`config.mk`:
```
export PLATFORM = sky130hd
export DESIGN_NAME = sdpm_ctrl
export DESIGN_NICKNAME = d
export VERILOG_FILES = /design/src/rtl/core/sdpm_pkg.sv /design/src/rtl/core/sdpm_ctrl.sv
export SDC_FILE = /design/constraint.sdc
export NUM_CORES = 1
export LEC_CHECK = 0
export ABC_AREA = 1
export BUFFER_PORTS_ARGS = -buffer_cell sky130_fd_sc_hd__buf_2
export CAP_MARGIN = 25
export CORE_AREA = 3 3 40 42
export DETAILED_ROUTE_END_ITERATION = 12
export DIE_AREA = 0 0 43 45
export PLACE_DENSITY = 0.3
export SYNTH_ARGS = -nofsm -noshare
export SYNTH_HDL_FRONTEND = slang
export SYNTH_SLANG_ARGS = --single-unit
```
`constraint.sdc`:
```
create_clock -name clk_i -period 0.95 [get_ports clk_i]
set_input_delay 0.19 -clock clk_i [delete_from_list [all_inputs] [get_ports clk_i]]
set_output_delay 0.19 -clock clk_i [all_outputs]
set_load 0.02 [all_outputs]
```
`src/rtl/core/sdpm_pkg.sv`:
```
// Shared types and codes for the sparse dot product merge block.
`default_nettype none

package sdpm_pkg;

  // Item kinds on the input channel.
  localparam logic CmdRow    = 1'b0;
  localparam logic CmdColumn = 1'b1;

  localparam logic signed [63:0] AccMax = 64'sh7FFF_FFFF_FFFF_FFFF;
  localparam logic signed [63:0] AccMin = 64'sh8000_0000_0000_0000;

  // Commands from the controller to the datapath.
  typedef struct packed {
    logic load;    // store the accepted input transaction
    logic start;   // clear merge pointers and accumulator
    logic read;    // fetch the row and column entries at the merge pointers
    logic step;    // compare fetched positions, advance pointers, multiply on match
    logic finish;  // merge is over: drop the column list
    logic emit;    // load the result cell into the output register
  } ctrl_cmd_t;

  // Status from the datapath to the controller.
  typedef struct packed {
    logic more;      // both lists still have entries to walk
    logic nonzero;   // accumulated sum is nonzero
    logic out_free;  // output register can take a cell this cycle
  } dp_status_t;

endpackage

`default_nettype wire

```
`src/rtl/core/sdpm_ctrl.sv`:
```
// Controller state machine: sequences loading, the merge walk and result hand-off.
`default_nettype none

module sdpm_ctrl (
  input  logic                   clk_i,
  input  logic                   rst_ni,
  input  logic                   in_valid_i,
  input  logic                   cmd_i,
  input  logic                   last_in_vector_i,
  output logic                   in_ready_o,
  input  sdpm_pkg::dp_status_t   status_i,
  output sdpm_pkg::ctrl_cmd_t    cmd_o
);

  localparam logic [1:0] StIdle   = 2'd0;
  localparam logic [1:0] StRead   = 2'd1;
  localparam logic [1:0] StCmp    = 2'd2;
  localparam logic [1:0] StFinish = 2'd3;

  logic [1:0] state_q, state_d;
  logic       accept;

  assign in_ready_o = (state_q == StIdle);
  assign accept     = in_valid_i & in_ready_o;

  always_comb begin
    state_d = state_q;
    cmd_o   = '0;
    unique case (state_q)
      StIdle: begin
        cmd_o.load = accept;
        if (accept && (cmd_i == sdpm_pkg::CmdColumn) && last_in_vector_i) begin
          cmd_o.start = 1'b1;
          state_d     = StRead;
        end
      end
      StRead: begin
        if (status_i.more) begin
          cmd_o.read = 1'b1;
          state_d    = StCmp;
        end else begin
          state_d = StFinish;
        end
      end
      StCmp: begin
        cmd_o.step = 1'b1;
        state_d    = StRead;
      end
      StFinish: begin
        if (!status_i.nonzero) begin
          cmd_o.finish = 1'b1;
          state_d      = StIdle;
        end else if (status_i.out_free) begin
          cmd_o.finish = 1'b1;
          cmd_o.emit   = 1'b1;
          state_d      = StIdle;
        end
      end
      default: state_d = StIdle;
    endcase
  end

  always_ff @(posedge clk_i or negedge rst_ni) begin
    if (!rst_ni) begin
      state_q <= StIdle;
    end else begin
      state_q <= state_d;
    end
  end

endmodule

`default_nettype wire

```
==> summary.md, run 1 <==
| Metric | Value |
|---|---|
| Status | `finished, violations left` |
| Failing checks | `negative setup slack` |
| Max Slew Vio Count | `0` |
| H-tree depth | `1` |
| LEAKAGE | `0.1972 nW` |
| Initial Util | `11.10%` |
| CP most frequent cell | `nor2_4` |
| Critical path peak fanout | `4` |
| Ports | `15` |
| Startpoint Class | `flop` |
| Avg WL per Cell | `7.844 um` |
| Worst Max-Slew Pin Slew | `0.2526 ns` |
| Area growth syn-to-layout | `157.9%` |
| Fin nets | `58` |
| Drt total wl | `502 um` |
| Global-route wire length before repair | `841 um` |
| Share of cells above drive strength 1 | `65.31%` |
| Main combinational cell family by area after synthesis | `simple AND/OR/NAND/NOR gates` |
| Register area share after synthesis | `35.09%` |
| # clock sinks | `2` |
| Num CTS Buffers | `3` |
| Post-DRT Antenna Nets | `0` |
| Die W | `43 um` |
| Synth Area in Compound Gates | `7.018%` |
| NetSw | `0.4950 mW` |
| # rows | `13` |
| Crit-path slowest cell | `dfrtp_2` |
| Root buffer cell | `clkbuf_4` |
| First drt pass iteration count | `1` |
| Tmin final | `1.247 ns` |
| CP bufs+invs | `1` |
| Most flop-heavy register | `state_q` |
| Via count | `229` |
| Most used routing layer | `met2` |
| Routability Congestion | `0.7160` |
| Crit share post-route | `131.3%` |
| Yosys cell types | `7` |
| Syn Nets | `33` |
| Critical path data required time | `0.76 ns` |
| Clk Latency, worst-skew pair | `0.23 ns` |
| Via density | `3.578` |
| TritonCTS clock tree | `yes` |
| Crit path launch | `state_q[1]$_DFFE_PN0P_` |
| Vias in the first global route | `224` |
| Final hold viol count | `0` |
| Synthesized netlist cell count | `25` |
| Top Registers | `state_q (2)` |
| # setup viols final | `8` |
| Flop pwr share | `17.8%` |
| Setup TNS | `-1.906 ns` |
| Max Cap Violations | `0` |
| Max reg flops | `2` |
| Achievable Freq | `801.8 MHz` |
| PwrDens | `3169 nW/um2` |
| Total GRT Usage | `6.245%` |
| GR met2 Demand/Resource | `9.581%` |
| Synthesized flop and latch total | `2` |
| Crit path max-delay family | `flip-flops` |
| Critical Path End Type | `primary output` |
| Setup WS post-layout | `-0.2972 ns` |
| RSZ-0062 raised after global routing | `true` |
| Max-Slew Margin vs Limit | `83.10%` |
| P_int | `0.6707 mW` |
| GR Util met1 | `5.060%` |
| Warnings from Yosys | `0` |
| IR drop worst, VDD | `1.392 mV` |
| XOR/XNOR share of the synthesized area | `0%` |
| DP Area | `280.3 um2` |
| Setup Skew | `0.01064 ns` |
| IO buf count | `14` |
| Fin area | `367.9 um2` |
| Grt ovf | `0` |
| DRC viols | `0` |
| Crit path cell chain | `nor2_4 > nand2_2 > nor2_4 > buf_6` |
| Clock transition at path regs | `0.04 ns` |
| Hold Path Class | `in2async` |
| GR Util met3 | `2.789%` |
| Arr. time, crit path | `1.06 ns` |
| Kind of critical path | `reg2out` |
| CORE AREA | `1285 um2` |
| Initial antenna violation count | `0` |
| Die area | `1935 um2` |
| Ant. Diodes | `0` |
| Area of the mapped netlist | `142.6 um2` |
| Chip height | `45 um` |
| Synth Area in Simple Gates | `47.37%` |
| Clock Tree Buf Depth | `2` |
| CP peak stage delay | `0.43 ns` |
| Mapped Avg Cell Area | `5.705 um2` |
| Layout fillers | `146` |
| Combinational power share | `64.0%` |
| DR iter-0 viols | `0` |
| Fraction of the mapped netlist area in adder cells | `0%` |
| Sw Share | `42.46%` |
| Largest net degree at the start of global routing | `6` |
| Post-synthesis mux area share | `0%` |
| Clock power frac | `18.2%` |
| Reg-to-reg startpoint | `state_q[1]$_DFFE_PN0P_` |
## Yosys cell counts
master,count,share of area [%]
nor2_1,6,16
dfrtp_1,2,35
nor2_2,1,4.4
o21ai_0,2,7.0
nand2_1,9,24
nand3_1,1,3.5
inv_1,4,11
## cell type report
| class | count | area, um2 | area share, % |
|---|---|---|---|
| flip-flops and latches | 2 | 52.55 | 14.29 |
| repair buffers | 20 | 145.1 | 39.46 |
| well taps | 15 | 18.77 | 5.102 |
| inverters | 4 | 15.01 | 4.082 |
| multi-input cells | 19 | 110.1 | 29.93 |
| clock buffers | 4 | 26.28 | 7.143 |
## stage by stage
| step | worst slack (ns) | cells | power (mW) | util, % | hold slack [ns] |
|---|---|---|---|---|---|
| CTS | -0.3119 | 64 | 1.188 | 28.63 | 0.2555 |
| floorplan | -0.1427 | 25 | 0.5286 | - | -0.1056 |
| finish | -0.2972 | 64 | 1.166 | 28.63 | 0.2636 |
| global placement | -0.1319 | 57 | 0.7627 | 21.81 | -0.02371 |
| detailed placement | -0.1419 | 57 | 0.7644 | 21.81 | -0.02325 |
| global route | -0.3699 | 64 | 1.275 | 28.63 | 0.2478 |
## layer usage
metal / up-vias / part of all wire [%]
met5: - / 0
met4: 0 / 0
met3: 0 / 14
met2: 11 / 50
met1: 97 / 36
li1: 121 / -
## cells in the final DEF, fill, tap and decap left out
cell           netlist  final
inv_2                0      2
clkbuf_4             0      3
nand2_2              0      1
buf_2                0      9
clkbuf_1             0      1
nor2_1               6      2
dlygate4sd3_1        0      1
o21ai_0              2      2
dfrtp_2              0      2
nand2_1              9      8
buf_6                0      4
inv_1                4      2
nor2_4               0      4
nand3_1              1      1
nor2_2               1      1
buf_4                0      6
## power groups by stage
stage	clock, mW	combinational (mW)	sequential, mW
floorplan	0	0.322	0.206
CTS	0.228	0.751	0.209
finish	0.212	0.746	0.207
global placement	0	0.552	0.210
detailed placement	0	0.553	0.211
global route	0.245	0.811	0.220
## repair_timing
item                                   4_1_cts  5_1_grt
hold buffers                                 1        0
setup buffers                                2        0
endpoints found under the hold margin        2        0
gates resized for setup                     13        0
setup endpoints to repair                    8        8
cloned                                       0        0
pin swaps                                    3        0
## worst paths after layout
path / end / slack [ns] / cells after the start
worst min-delay path: state_q[0]$_DFFE_PN0P_ / 0.26 / 2
worst max register to register: state_q[0]$_DFFE_PN0P_ / -0.01 / 5
min in group clk_i: state_q[0]$_DFFE_PN0P_ / 0.26 / 4
worst min register to register: state_q[0]$_DFFE_PN0P_ / 0.63 / 2
max in group asynchronous: state_q[1]$_DFFE_PN0P_ / 0.57 / 2
worst max-delay path: cmd_o[4] / -0.30 / 4
## logic make-up (layout without fill, tap and decap cells)
group,count (synthesis),after routing
AO/OA/AOI/OAI,2,2
buffers and inverters,4,28
flip-flops,2,2
AND/OR/NAND/NOR,17,17
No activity file was read; power rests on OpenSTA's default activity.
==> run 2, diff against run 1 <==
- TNS_END_PERCENT: not set -> 10
==> run 2 against run 1 <==
Against the previous run: the run still ends with negative setup slack left; combinational power fell by 7.6%; sequential share of layout area rose by 0.61 points; maximum frequency rose by 0.49%; register-to-register slack barely moved; utilization fell by 1.2 points; wire length rose by 5.0%; via count rose by 1.3%; worst setup slack improved by 0.0061 ns; sequential cell count did not move; non-clock buffer count fell by 1; die area did not move; critical endpoint unchanged; highest routed layer unchanged.
==> summary.md, run 2 (synthesis results as in run 1) <==
| Metric | Value |
|---|---|
| Clock power frac | `18.9%` |
| Max-Slew Margin vs Limit | `88.50%` |
| TritonCTS clock tree | `yes` |
| PwrDens | `3110 nW/um2` |
| Top Registers | `state_q (2)` |
| Final hold viol count | `0` |
| Most flop-heavy register | `state_q` |
| Worst Max-Slew Pin Slew | `0.1719 ns` |
| # setup viols final | `8` |
| Crit share post-route | `130.6%` |
| Max reg flops | `2` |
| Num CTS Buffers | `3` |
| Clock transition at path regs | `0.03 ns` |
| DP HPWL | `421.6 um` |
| CORE AREA | `1285 um2` |
| Ant. Diodes | `0` |
| WHS | `0.2712 ns` |
| Root buffer cell | `clkbuf_4` |
| # rows | `13` |
| Commonest cells after routing, fill and taps aside | `buf_2, nand2_1, buf_4, buf_6` |
| Global-route wire length before repair | `910 um` |
| Initial Util | `11.10%` |
| IO buf count | `14` |
| Arr. time, crit path | `1.05 ns` |
| Via count | `232` |
| DR iter-0 viols | `3` |
| Flop pwr share | `18.3%` |
| Status | `finished, violations left` |
| IR drop worst, VDD | `0.7908 mV` |
| Combinational power share | `62.8%` |
| # clock sinks | `2` |
| Die W | `43 um` |
| DRC viols | `0` |
| Share of cells above drive strength 1 | `62.50%` |
| Crit path launch | `state_q[0]$_DFFE_PN0P_` |
| Total GRT Usage | `6.899%` |
| Failing checks | `negative setup slack` |
| Avg WL per Cell | `8.365 um` |
| Achievable Freq | `805.7 MHz` |
| Final core occ | `27.46%` |
| Drt total wl | `527 um` |
| Initial antenna violation count | `0` |
| P_int | `0.6331 mW` |
| Fin nets | `57` |
| Die area | `1935 um2` |
| Sw Share | `42.31%` |
| Area growth syn-to-layout | `147.4%` |
| Critical Path End Type | `primary output` |
| Layout fillers | `152` |
| Max Slew Vio Count | `0` |
| Grt ovf | `0` |
| Post-DRT Antenna Nets | `0` |
| Tmin final | `1.241 ns` |
| Kind of critical path | `reg2out` |
| Largest net degree at the start of global routing | `7` |
| Max Cap Violations | `0` |
| Chip height | `45 um` |
| Ports | `15` |
| Hold Path Class | `in2reg` |
| Routability Congestion | `0.6295` |
| Reg-to-reg startpoint | `state_q[0]$_DFFE_PN0P_` |
| Clk Latency, worst-skew pair | `0.22 ns` |
| Critical path peak fanout | `2` |
| Critical path data required time | `0.76 ns` |
| Vias in the first global route | `250` |
| Hold Startpoint | `status_i[2]` |
| Setup TNS | `-1.908 ns` |
| Via density | `3.683` |
| NetSw | `0.4643 mW` |
| LEAKAGE | `0.1929 nW` |
| H-tree depth | `1` |
| RSZ-0062 raised after global routing | `true` |
| Clock Tree Buf Depth | `2` |
| First drt pass iteration count | `2` |
| Setup Skew | `0.001649 ns` |
| Commonest non-fill, non-tap cell in the layout | `buf_2` |
| Startpoint Class | `flop` |
| Setup WS post-layout | `-0.2911 ns` |
## run 2: cell count changes in the layout (fill, tap and decap cells not counted), sizes merged
cell	previous run	this run
buf	19	18
## run 2: power groups by stage
stage / logic [mW] / registers (mW) / clock network [mW]
6_report: 0.689 / 0.201 / 0.208
5_1_grt: 0.760 / 0.205 / 0.225
4_1_cts: 0.683 / 0.202 / 0.216
3_5_place_dp: 0.489 / 0.199 / 0
3_3_place_gp: 0.483 / 0.197 / 0
2_1_floorplan: 0.298 / 0.206 / 0
## run 2: final cells by class
class                   count  area (um2)  area share, %
flip-flops and latches      2       52.55          14.89
well taps                  15       18.77          5.319
multi-input cells          19       100.1          28.37
repair buffers             19       140.1          39.72
inverters                   4       15.01          4.255
clock buffers               4       26.28          7.447
## run 2: worst max-delay path, stage by stage, from the launching register on
cell and delay (ns):
dfrtp_2 0.42, nor2_4 0.12, nand2_2 0.09, nor2_4 0.09, buf_6 0.12
## run 2: worst paths after layout
check                                         end  cells after the start  slack, ns
max                                      cmd_o[4]                      4      -0.29
min                        state_q[0]$_DFFE_PN0P_                      4       0.27
max reg2reg                state_q[0]$_DFFE_PN0P_                      5      -0.02
min reg2reg                state_q[1]$_DFFE_PN0P_                      3       0.64
max in group asynchronous  state_q[1]$_DFFE_PN0P_                      2       0.57
min in group asynchronous  state_q[0]$_DFFE_PN0P_                      2       0.28
## run 2: layer usage
metal / part of all wire [%] / track usage (%) / wire [um]
met1: 33 / 5.516 / 175
met2: 58 / 11.98 / 305
met3: 8.9 / 3.187 / 47
met4: 0 / 7.229 / 0
met5: 0 / 0 / 0
## run 2: what timing repair did
item	in CTS	in global routing
hold buffers	1	0
endpoints found under the setup margin	7	8
pin swaps	6	1
gates resized for setup	12	2
endpoints found under the hold margin	2	0
buffers inserted	3	0
## run 2: through the flow
step | total power [mW] | cells | cell area (um2) | setup slack (ns)
after global routing | 1.190 | 63 | 352.8 | -0.3357
after floorplan | 0.5042 | 25 | 158.9 | -0.1427
final | 1.097 | 63 | 352.8 | -0.2911
after detailed placement | 0.6880 | 55 | 255.2 | -0.1639
after global placement | 0.6801 | 55 | 255.2 | -0.1251
after CTS | 1.101 | 63 | 347.8 | -0.3209
